==> config.mk <==
export PLATFORM = sky130hd
export DESIGN_NAME = postfix_stack_evaluator_top
export DESIGN_NICKNAME = d
export VERILOG_FILES = /design/src/hdl/pse_pkg.sv /design/src/hdl/pse_ram.sv /design/src/hdl/pse_alu.sv /design/src/hdl/postfix_stack_evaluator_top.sv
export SDC_FILE = /design/constraint.sdc
export NUM_CORES = 2
export LEC_CHECK = 0
export BUFFER_PORTS_ARGS = -buffer_cell sky130_fd_sc_hd__buf_2
export CORE_MARGIN = 8
export CORE_UTILIZATION = 50
export DETAILED_ROUTE_END_ITERATION = 10
export PLACE_DENSITY_LB_ADDON = 0.12
export SYNTH_ARGS = -nofsm -noshare
export SYNTH_HDL_FRONTEND = slang
export SYNTH_SLANG_ARGS = --single-unit
==> constraint.sdc <==
create_clock -name i_clk -period 12.7 [get_ports i_clk]
set_input_delay 2.54 -clock i_clk [delete_from_list [all_inputs] [get_ports i_clk]]
set_output_delay 2.54 -clock i_clk [all_outputs]
set_load 0.02 [all_outputs]
==> src/hdl/pse_pkg.sv <==
package pse_pkg;

    localparam int DATA_W = 32;

    // token kinds
    typedef logic [2:0] t_cmd;
    localparam t_cmd CMD_PUSH = 3'd0;
    localparam t_cmd CMD_ADD  = 3'd1;
    localparam t_cmd CMD_SUB  = 3'd2;
    localparam t_cmd CMD_MUL  = 3'd3;
    localparam t_cmd CMD_DIV  = 3'd4;
    localparam t_cmd CMD_REM  = 3'd5;

    // result status codes
    typedef logic [2:0] t_status;
    localparam t_status ST_OK       = 3'd0;
    localparam t_status ST_FEW      = 3'd1;
    localparam t_status ST_LEFTOVER = 3'd2;
    localparam t_status ST_OVERFLOW = 3'd3;
    localparam t_status ST_DIVZERO  = 3'd4;

    // divider runs one quotient bit per cycle
    localparam int DIV_CNT_W = 5;
    localparam logic [DIV_CNT_W-1:0] DIV_LAST = 5'd31;

    typedef enum logic [1:0] {
        ALU_IDLE,
        ALU_DIV,
        ALU_SIGN
    } t_alu_state;

    typedef enum logic [1:0] {
        SEQ_IDLE,
        SEQ_READ,
        SEQ_WAIT,
        SEQ_DONE
    } t_seq_state;

    // request from the sequencer to the arithmetic unit
    typedef struct packed {
        logic start;
        t_cmd op;
    } t_alu_req;

endpackage

==> src/hdl/pse_ram.sv <==
module pse_ram #(
    parameter int WIDTH = 32,
    parameter int DEPTH = 16
) (
    input  logic                     i_clk,
    input  logic                     i_we,
    input  logic [$clog2(DEPTH)-1:0] i_waddr,
    input  logic [WIDTH-1:0]         i_wdata,
    input  logic                     i_re,
    input  logic [$clog2(DEPTH)-1:0] i_raddr,
    output logic [WIDTH-1:0]         o_rdata
);

    logic [WIDTH-1:0] r_mem [DEPTH];
    logic [WIDTH-1:0] r_rdata;

    // one write port, one registered read port
    always_ff @(posedge i_clk) begin
        if (i_we) begin
            r_mem[i_waddr] <= i_wdata;
        end
        if (i_re) begin
            r_rdata <= r_mem[i_raddr];
        end
    end

    assign o_rdata = r_rdata;

endmodule

==> src/hdl/pse_alu.sv <==
module pse_alu (
    input  logic                         i_clk,
    input  logic                         i_rst_n,
    input  pse_pkg::t_alu_req            i_req,
    input  logic [pse_pkg::DATA_W-1:0]   i_lhs,
    input  logic [pse_pkg::DATA_W-1:0]   i_rhs,
    output logic                         o_done,
    output logic [pse_pkg::DATA_W-1:0]   o_result
);

    import pse_pkg::*;

    t_alu_state             r_state, n_state;
    logic                   r_done, n_done;
    logic [DIV_CNT_W-1:0]   r_cnt, n_cnt;
    logic [DATA_W-1:0]      r_result, n_result;
    logic [DATA_W-1:0]      r_quo, n_quo;
    logic [DATA_W-1:0]      r_rem, n_rem;
    logic [DATA_W-1:0]      r_div, n_div;
    t_cmd                   r_op, n_op;
    logic                   r_lneg, n_lneg;
    logic                   r_rneg, n_rneg;

    logic [DATA_W-1:0]      w_lmag;
    logic [DATA_W-1:0]      w_rmag;
    logic [DATA_W:0]        w_shift;
    logic [DATA_W:0]        w_diff;

    // operand magnitudes; the most negative value maps onto itself as unsigned
    assign w_lmag = i_lhs[DATA_W-1] ? (DATA_W'(0) - i_lhs) : i_lhs;
    assign w_rmag = i_rhs[DATA_W-1] ? (DATA_W'(0) - i_rhs) : i_rhs;

    // restoring divide step: shift in the next dividend bit, try a subtract
    assign w_shift = {r_rem, r_quo[DATA_W-1]};
    assign w_diff  = w_shift - {1'b0, r_div};

    // control registers
    always_ff @(posedge i_clk) begin
        if (!i_rst_n) begin
            r_state <= ALU_IDLE;
            r_done  <= 1'b0;
            r_cnt   <= '0;
        end else begin
            r_state <= n_state;
            r_done  <= n_done;
            r_cnt   <= n_cnt;
        end
    end

    // datapath registers
    always_ff @(posedge i_clk) begin
        r_result <= n_result;
        r_quo    <= n_quo;
        r_rem    <= n_rem;
        r_div    <= n_div;
        r_op     <= n_op;
        r_lneg   <= n_lneg;
        r_rneg   <= n_rneg;
    end

    // next state and shared arithmetic
    always_comb begin
        n_state  = r_state;
        n_done   = 1'b0;
        n_cnt    = r_cnt;
        n_result = r_result;
        n_quo    = r_quo;
        n_rem    = r_rem;
        n_div    = r_div;
        n_op     = r_op;
        n_lneg   = r_lneg;
        n_rneg   = r_rneg;
        case (r_state)
            ALU_IDLE: begin
                if (i_req.start) begin
                    case (i_req.op)
                        CMD_ADD: begin
                            n_result = i_lhs + i_rhs;
                            n_done   = 1'b1;
                        end
                        CMD_SUB: begin
                            n_result = i_lhs - i_rhs;
                            n_done   = 1'b1;
                        end
                        CMD_MUL: begin
                            n_result = i_lhs * i_rhs;
                            n_done   = 1'b1;
                        end
                        CMD_DIV, CMD_REM: begin
                            n_quo   = w_lmag;
                            n_rem   = '0;
                            n_div   = w_rmag;
                            n_cnt   = '0;
                            n_op    = i_req.op;
                            n_lneg  = i_lhs[DATA_W-1];
                            n_rneg  = i_rhs[DATA_W-1];
                            n_state = ALU_DIV;
                        end
                        default: begin
                            n_result = '0;
                            n_done   = 1'b1;
                        end
                    endcase
                end
            end
            ALU_DIV: begin
                n_rem = w_diff[DATA_W] ? w_shift[DATA_W-1:0] : w_diff[DATA_W-1:0];
                n_quo = {r_quo[DATA_W-2:0], ~w_diff[DATA_W]};
                n_cnt = r_cnt + 1'b1;
                if (r_cnt == DIV_LAST) begin
                    n_state = ALU_SIGN;
                end
            end
            ALU_SIGN: begin
                // quotient negative when signs differ, remainder follows the dividend
                if (r_op == CMD_DIV) begin
                    n_result = (r_lneg ^ r_rneg) ? (DATA_W'(0) - r_quo) : r_quo;
                end else begin
                    n_result = r_lneg ? (DATA_W'(0) - r_rem) : r_rem;
                end
                n_done  = 1'b1;
                n_state = ALU_IDLE;
            end
            default: begin
                n_state = ALU_IDLE;
            end
        endcase
    end

    assign o_done   = r_done;
    assign o_result = r_result;

endmodule

==> src/hdl/postfix_stack_evaluator_top.sv <==
// channel   dir  tdata                  tuser          tlast
// s_axis    in   operand [31:0]         cmd [2:0]      last_token
// m_axis    out  result_value [31:0]    status [2:0]   -
//
// a push, an ignored code or a token that raises an error is taken in the idle state;
// add, subtract and multiply pass through stack read, unit and write back;
// divide and remainder also wait on the radix-2 divider in the shared unit.
// the last token of an expression then goes to a state that loads the output register,
// and waits there while the previous result is still not taken.
// synchronous active-low reset empties the stack and drops any pending result.
module postfix_stack_evaluator_top #(
    parameter int STACK_DEPTH = 16
) (
    input  logic               i_clk,
    input  logic               i_rst_n,
    input  logic               s_axis_tvalid,
    output logic               s_axis_tready,
    input  logic signed [31:0] s_axis_tdata,   // operand
    input  logic [2:0]         s_axis_tuser,   // cmd
    input  logic               s_axis_tlast,   // last_token
    output logic               m_axis_tvalid,
    input  logic               m_axis_tready,
    output logic signed [31:0] m_axis_tdata,   // result_value
    output logic [2:0]         m_axis_tuser    // status
);

    import pse_pkg::*;

    localparam int CNT_W  = $clog2(STACK_DEPTH + 1);
    localparam int ADDR_W = $clog2(STACK_DEPTH);

    t_seq_state         r_state, n_state;
    logic [CNT_W-1:0]   r_count, n_count;
    t_status            r_err, n_err;
    logic [DATA_W-1:0]  r_tos, n_tos;
    t_cmd               r_cmd, n_cmd;
    logic               r_last, n_last;
    logic               r_out_valid, n_out_valid;
    logic [DATA_W-1:0]  r_out_data, n_out_data;
    t_status            r_out_status, n_out_status;

    logic               w_accept;
    logic               w_ram_we;
    logic               w_ram_re;
    logic [ADDR_W-1:0]  w_ram_waddr;
    logic [ADDR_W-1:0]  w_ram_raddr;
    logic [DATA_W-1:0]  w_ram_rdata;
    t_alu_req           w_alu_req;
    logic               w_alu_done;
    logic [DATA_W-1:0]  w_alu_result;

    // entries below the top live in the memory, the top in r_tos
    pse_ram #(
        .WIDTH (DATA_W),
        .DEPTH (STACK_DEPTH)
    ) u_stack (
        .i_clk   (i_clk),
        .i_we    (w_ram_we),
        .i_waddr (w_ram_waddr),
        .i_wdata (r_tos),
        .i_re    (w_ram_re),
        .i_raddr (w_ram_raddr),
        .o_rdata (w_ram_rdata)
    );

    pse_alu u_alu (
        .i_clk    (i_clk),
        .i_rst_n  (i_rst_n),
        .i_req    (w_alu_req),
        .i_lhs    (w_ram_rdata),
        .i_rhs    (r_tos),
        .o_done   (w_alu_done),
        .o_result (w_alu_result)
    );

    assign s_axis_tready = (r_state == SEQ_IDLE);
    assign w_accept      = s_axis_tvalid & s_axis_tready;
    assign w_ram_waddr   = ADDR_W'(r_count - 1'b1);
    assign w_ram_raddr   = ADDR_W'(r_count - CNT_W'(2));

    // state register and control
    always_ff @(posedge i_clk) begin
        if (!i_rst_n) begin
            r_state     <= SEQ_IDLE;
            r_count     <= '0;
            r_err       <= ST_OK;
            r_out_valid <= 1'b0;
        end else begin
            r_state     <= n_state;
            r_count     <= n_count;
            r_err       <= n_err;
            r_out_valid <= n_out_valid;
        end
    end

    // payload registers
    always_ff @(posedge i_clk) begin
        r_tos        <= n_tos;
        r_cmd        <= n_cmd;
        r_last       <= n_last;
        r_out_data   <= n_out_data;
        r_out_status <= n_out_status;
    end

    // token sequencer
    always_comb begin
        n_state       = r_state;
        n_count       = r_count;
        n_err         = r_err;
        n_tos         = r_tos;
        n_cmd         = r_cmd;
        n_last        = r_last;
        n_out_valid   = r_out_valid & ~m_axis_tready;
        n_out_data    = r_out_data;
        n_out_status  = r_out_status;
        w_ram_we      = 1'b0;
        w_ram_re      = 1'b0;
        w_alu_req.start = 1'b0;
        w_alu_req.op    = r_cmd;
        case (r_state)
            SEQ_IDLE: begin
                if (w_accept) begin
                    n_cmd   = s_axis_tuser;
                    n_last  = s_axis_tlast;
                    n_state = s_axis_tlast ? SEQ_DONE : SEQ_IDLE;
                    // after the first error the rest of the expression is skipped
                    if (r_err == ST_OK) begin
                        if (s_axis_tuser == CMD_PUSH) begin
                            if (r_count >= CNT_W'(STACK_DEPTH)) begin
                                n_err = ST_OVERFLOW;
                            end else begin
                                w_ram_we = (r_count != '0);
                                n_tos    = s_axis_tdata;
                                n_count  = r_count + 1'b1;
                            end
                        end else if (s_axis_tuser <= CMD_REM) begin
                            if (r_count < CNT_W'(2)) begin
                                n_err = ST_FEW;
                            end else if ((s_axis_tuser == CMD_DIV ||
                                          s_axis_tuser == CMD_REM) && r_tos == '0) begin
                                n_err = ST_DIVZERO;
                            end else begin
                                w_ram_re = 1'b1;
                                n_state  = SEQ_READ;
                            end
                        end
                    end
                end
            end
            SEQ_READ: begin
                // left operand is now out of the memory
                w_alu_req.start = 1'b1;
                n_state         = SEQ_WAIT;
            end
            SEQ_WAIT: begin
                if (w_alu_done) begin
                    n_tos   = w_alu_result;
                    n_count = r_count - 1'b1;
                    n_state = r_last ? SEQ_DONE : SEQ_IDLE;
                end
            end
            SEQ_DONE: begin
                if (!r_out_valid || m_axis_tready) begin
                    n_out_valid = 1'b1;
                    n_out_data  = '0;
                    if (r_err != ST_OK) begin
                        n_out_status = r_err;
                    end else if (r_count == '0) begin
                        n_out_status = ST_FEW;
                    end else if (r_count > CNT_W'(1)) begin
                        n_out_status = ST_LEFTOVER;
                    end else begin
                        n_out_status = ST_OK;
                        n_out_data   = r_tos;
                    end
                    n_count = '0;
                    n_err   = ST_OK;
                    n_state = SEQ_IDLE;
                end
            end
            default: begin
                n_state = SEQ_IDLE;
            end
        endcase
    end

    assign m_axis_tvalid = r_out_valid;
    assign m_axis_tdata  = r_out_data;
    assign m_axis_tuser  = r_out_status;

endmodule

==> impl_metrics.json <==
{
  "layout_commonest_cell": "edfxtp_1",
  "area_growth_pct": 9.074,
  "dr.pass1.iters": 5,
  "cts_tree": "built",
  "place_inst": 5571,
  "synth_compound_area_frac": 0.06896,
  "relSlewSlack": 0.1129,
  "drive_above_1_share": 0.1262,
  "core_area_sq_um": 103600,
  "routedWlPerCell_microns": 25.79,
  "fin_hold_ws_ns": 0.4927,
  "nFillCells": 8831,
  "crit_arrival_ns": 8.39,
  "cts_buffers": 83,
  "ys_warn_count": 0,
  "syn_nets": 4915,
  "synth_xor_area_frac": 0.04562,
  "ys_seq_area_frac": 0.4365,
  "insertion_delay_ns": 0.67,
  "slew_viol_final": 0,
  "grt_usage": 0.2559,
  "antenna_left": 0,
  "worst_pin_slew_ns": 1.328,
  "synth.area.mux_share": 0.08056,
  "grt_pass1_vias": 34800,
  "cts_buffer_depth": 3,
  "startpoint": "r_tos[7]$_DFFE_PP_",
  "cpMaxStageDelayCell": "a2111oi_0",
  "gp_congestion": 0.8981,
  "hold_class": "reg -> reg",
  "syn_avg_cell_area_sq_um": 12.28,
  "rows": 118,
  "synth_ff_type": "edfxtp_1",
  "dieArea_sq_um": 115300,
  "drt_iter0_markers": 3053,
  "die_y_microns": 339.5,
  "grt_antenna_before_repair": 5,
  "synth_top_family_by_area": "adder cells",
  "path_max_fanout": 30,
  "path_depth": 24,
  "ys_seq_elements": 767,
  "yosys.area.top_type": "edfxtp_1",
  "clockRootBuffer": "clkbuf_16",
  "finalWirelength_mm": 147.6,
  "grt_overflow": 0,
  "cts.sinks": 767,
  "setup-tns-final_ns": 0,
  "fmax_mhz": 125.3,
  "cts_setup_buffers": 0,
  "routed_via_density": 5.902,
  "reg2reg_to": "u_alu.o_result[29]$_DFFE_PP_",
  "ctsHtreeMaxLevel": 3,
  "synth_cell_types": 90,
  "cp-start-kind": "register",
  "grt_pass1_wl_mm": 224.1,
  "post-dp-hpwl_mm": 96.25,
  "start_util": 0.5049,
  "cap_violations": 0,
  "final_nets": 4931,
  "ctsResizeCount": 0,
  "vias": 33790,
  "rsz0062_at_grt": "false",
  "fin_crit_sh": 0.6284,
  "critPathTopFamily": "adder cells",
  "critPathMaxStageDelay_ns": 0.72,
  "setup_viol": 0,
  "r2r_start": "r_tos[7]$_DFFE_PP_",
  "synth_area_sq_um": 52330,
  "io_pins": 77,
  "worstPathRequired_ns": 13.11,
  "hold_violations": 0,
  "min_path_cells": 2,
  "cts_hold_buf": 0,
  "crit_path_end": "u_alu.o_result[29]$_DFFE_PP_",
  "r2r_cells": 24,
  "worst-setup-path-type": "reg -> reg",
  "worst-path-buf-inv": 5,
  "path_common_cell": "fa_1",
  "fin_cells": 5725,
  "regToRegSetupSlack_ns": 4.72,
  "critPathCaptureType": "register",
  "syn_inst": 4260,
  "status": "completed",
  "remaining_drc_errors": 0,
  "die_x_microns": 339.5,
  "io_buffers": 76,
  "synth_simple_gate_area_frac": 0.1115,
  "synth-edff-count": 748,
  "finClkSkew_ns": 0.02948,
  "synth-async-reset-ratio": 0,
  "synth.area.top_cells": "edfxtp_1, fa_1, mux4_2",
  "synth_top_cell_area_share": 0.4293,
  "cp_cell_sequence": "buf_4, and2_1, fa_1, fa_1, fa_1, inv_1, fa_1, inv_1, fa_1, inv_1, fa_1, inv_1, fa_1, fa_1, ha_1, nor3_1, nor2_1, a22oi_1, o221ai_1, a2111oi_0, nor2_1, xor2_1, a32oi_1, o211ai_1",
  "final_cell_mix": "edfxtp_1, inv_1, fa_1, nand2_1, and2_1",
  "grt_max_degree": 68,
  "clk_pin_slew_ns": 0.06,
  "synthAdderAreaFrac": 0.2059,
  "period_minus_slack_ns": 7.981
}
==> cell type report <==
type / count / area [sq um] / area share
multi-input cells: 2793 / 27030 / 0.4736
inverters: 463 / 1738 / 0.03045
flip-flops and latches: 767 / 22850 / 0.4003
diodes: 4 / 10.01 / 0.0001754
repair buffers: 168 / 1071 / 0.01877
well taps: 1380 / 1727 / 0.03025
clock inverters: 42 / 386.6 / 0.006774
clock buffers: 108 / 2265 / 0.03968
==> kinds of logic after synthesis <==
| family | count (synthesis) |
|---|---|
| buf+inv | 700 |
| flops | 767 |
| compound gates | 545 |
| simple gates | 1145 |
| mux | 217 |
| xor+xnor | 271 |
| fa+ha+maj | 615 |
==> routing by layer <==
layer  vias to the layer above  track usage  part of all wire
li1                      14840            -                 -
met1                     17560       0.3617              0.43
met4                         2      0.06231             0.024
met5                         -            0          0.000081
met3                       194      0.03622             0.068
met2                      1192       0.4199              0.47
==> worst min-delay path by stage <==
stage	start	to	slack [ns]
6_report	r_err[1]$_SDFFE_PN0P_	r_err[1]$_SDFFE_PN0P_	0.49
2_1_floorplan	r_err[1]$_SDFFE_PN0P_	r_err[1]$_SDFFE_PN0P_	0.46
3_5_place_dp	r_err[1]$_SDFFE_PN0P_	r_err[1]$_SDFFE_PN0P_	0.48
5_1_grt	r_err[2]$_SDFFE_PN0P_	m_axis_tuser[2]$_SDFFCE_PN0P_	0.51
4_1_cts	r_err[1]$_SDFFE_PN0P_	r_err[1]$_SDFFE_PN0P_	0.49
3_3_place_gp	r_err[2]$_SDFFE_PN0P_	m_axis_tuser[2]$_SDFFCE_PN0P_	0.47
==> flip-flops by register name, summed over array words and instances, names as in the netlist, 2 cells and up <==
| signal | flops |
|---|---|
| u_alu.r_rem | 32 |
| u_stack.o_rdata | 32 |
| m_axis_tdata | 32 |
| u_alu.o_result | 32 |
| m_axis_tuser | 3 |
| u_alu.r_div | 32 |
| u_alu.r_state | 2 |
| r_tos | 32 |
| u_alu.r_cnt | 5 |
| r_count | 5 |
| r_err | 3 |
| u_stack.r_mem | 512 |
| r_state | 2 |
| r_cmd | 3 |
| u_alu.r_quo | 32 |
| u_alu.r_op | 3 |
==> worst min-delay path: cells and delay by family (launching register included) <==
family	cells	cell delay, ns
flip-flops	1	0.32
AND/OR/NAND/NOR	1	0.05
AO/OA/AOI/OAI	1	0.07
==> cell usage after synthesis, drive strengths merged, types with 25 or more instances <==
cell type and count:
a21o 35, a21oi 132, and2 346, buf 30, clkbuf 207, edfxtp 748
fa 410, ha 205, inv 463, mux2 33, mux4 160, nand2 408
nand3 35, nor2 147, nor2b 25, nor3 43, o21ai 138, o31ai 42
or3 31, xnor2 154, xor2 116
==> per-stage QoR <==
| stage | utilization | worst slack [ns] | area (sq um) |
|---|---|---|---|
| 3_5_place_dp | 0.5250 | 4.752 | 54410 |
| 3_3_place_gp | 0.5250 | 4.789 | 54410 |
| 6_report | 0.5507 | 4.719 | 57070 |
| 2_1_floorplan | - | 5.420 | 52330 |
| 4_1_cts | 0.5506 | 4.724 | 57060 |
| 5_1_grt | 0.5506 | 4.188 | 57060 |
Power is left out: the tool's default activity adds up to more than one toggle a clock period on the data nets, which glitch-free logic cannot reach.
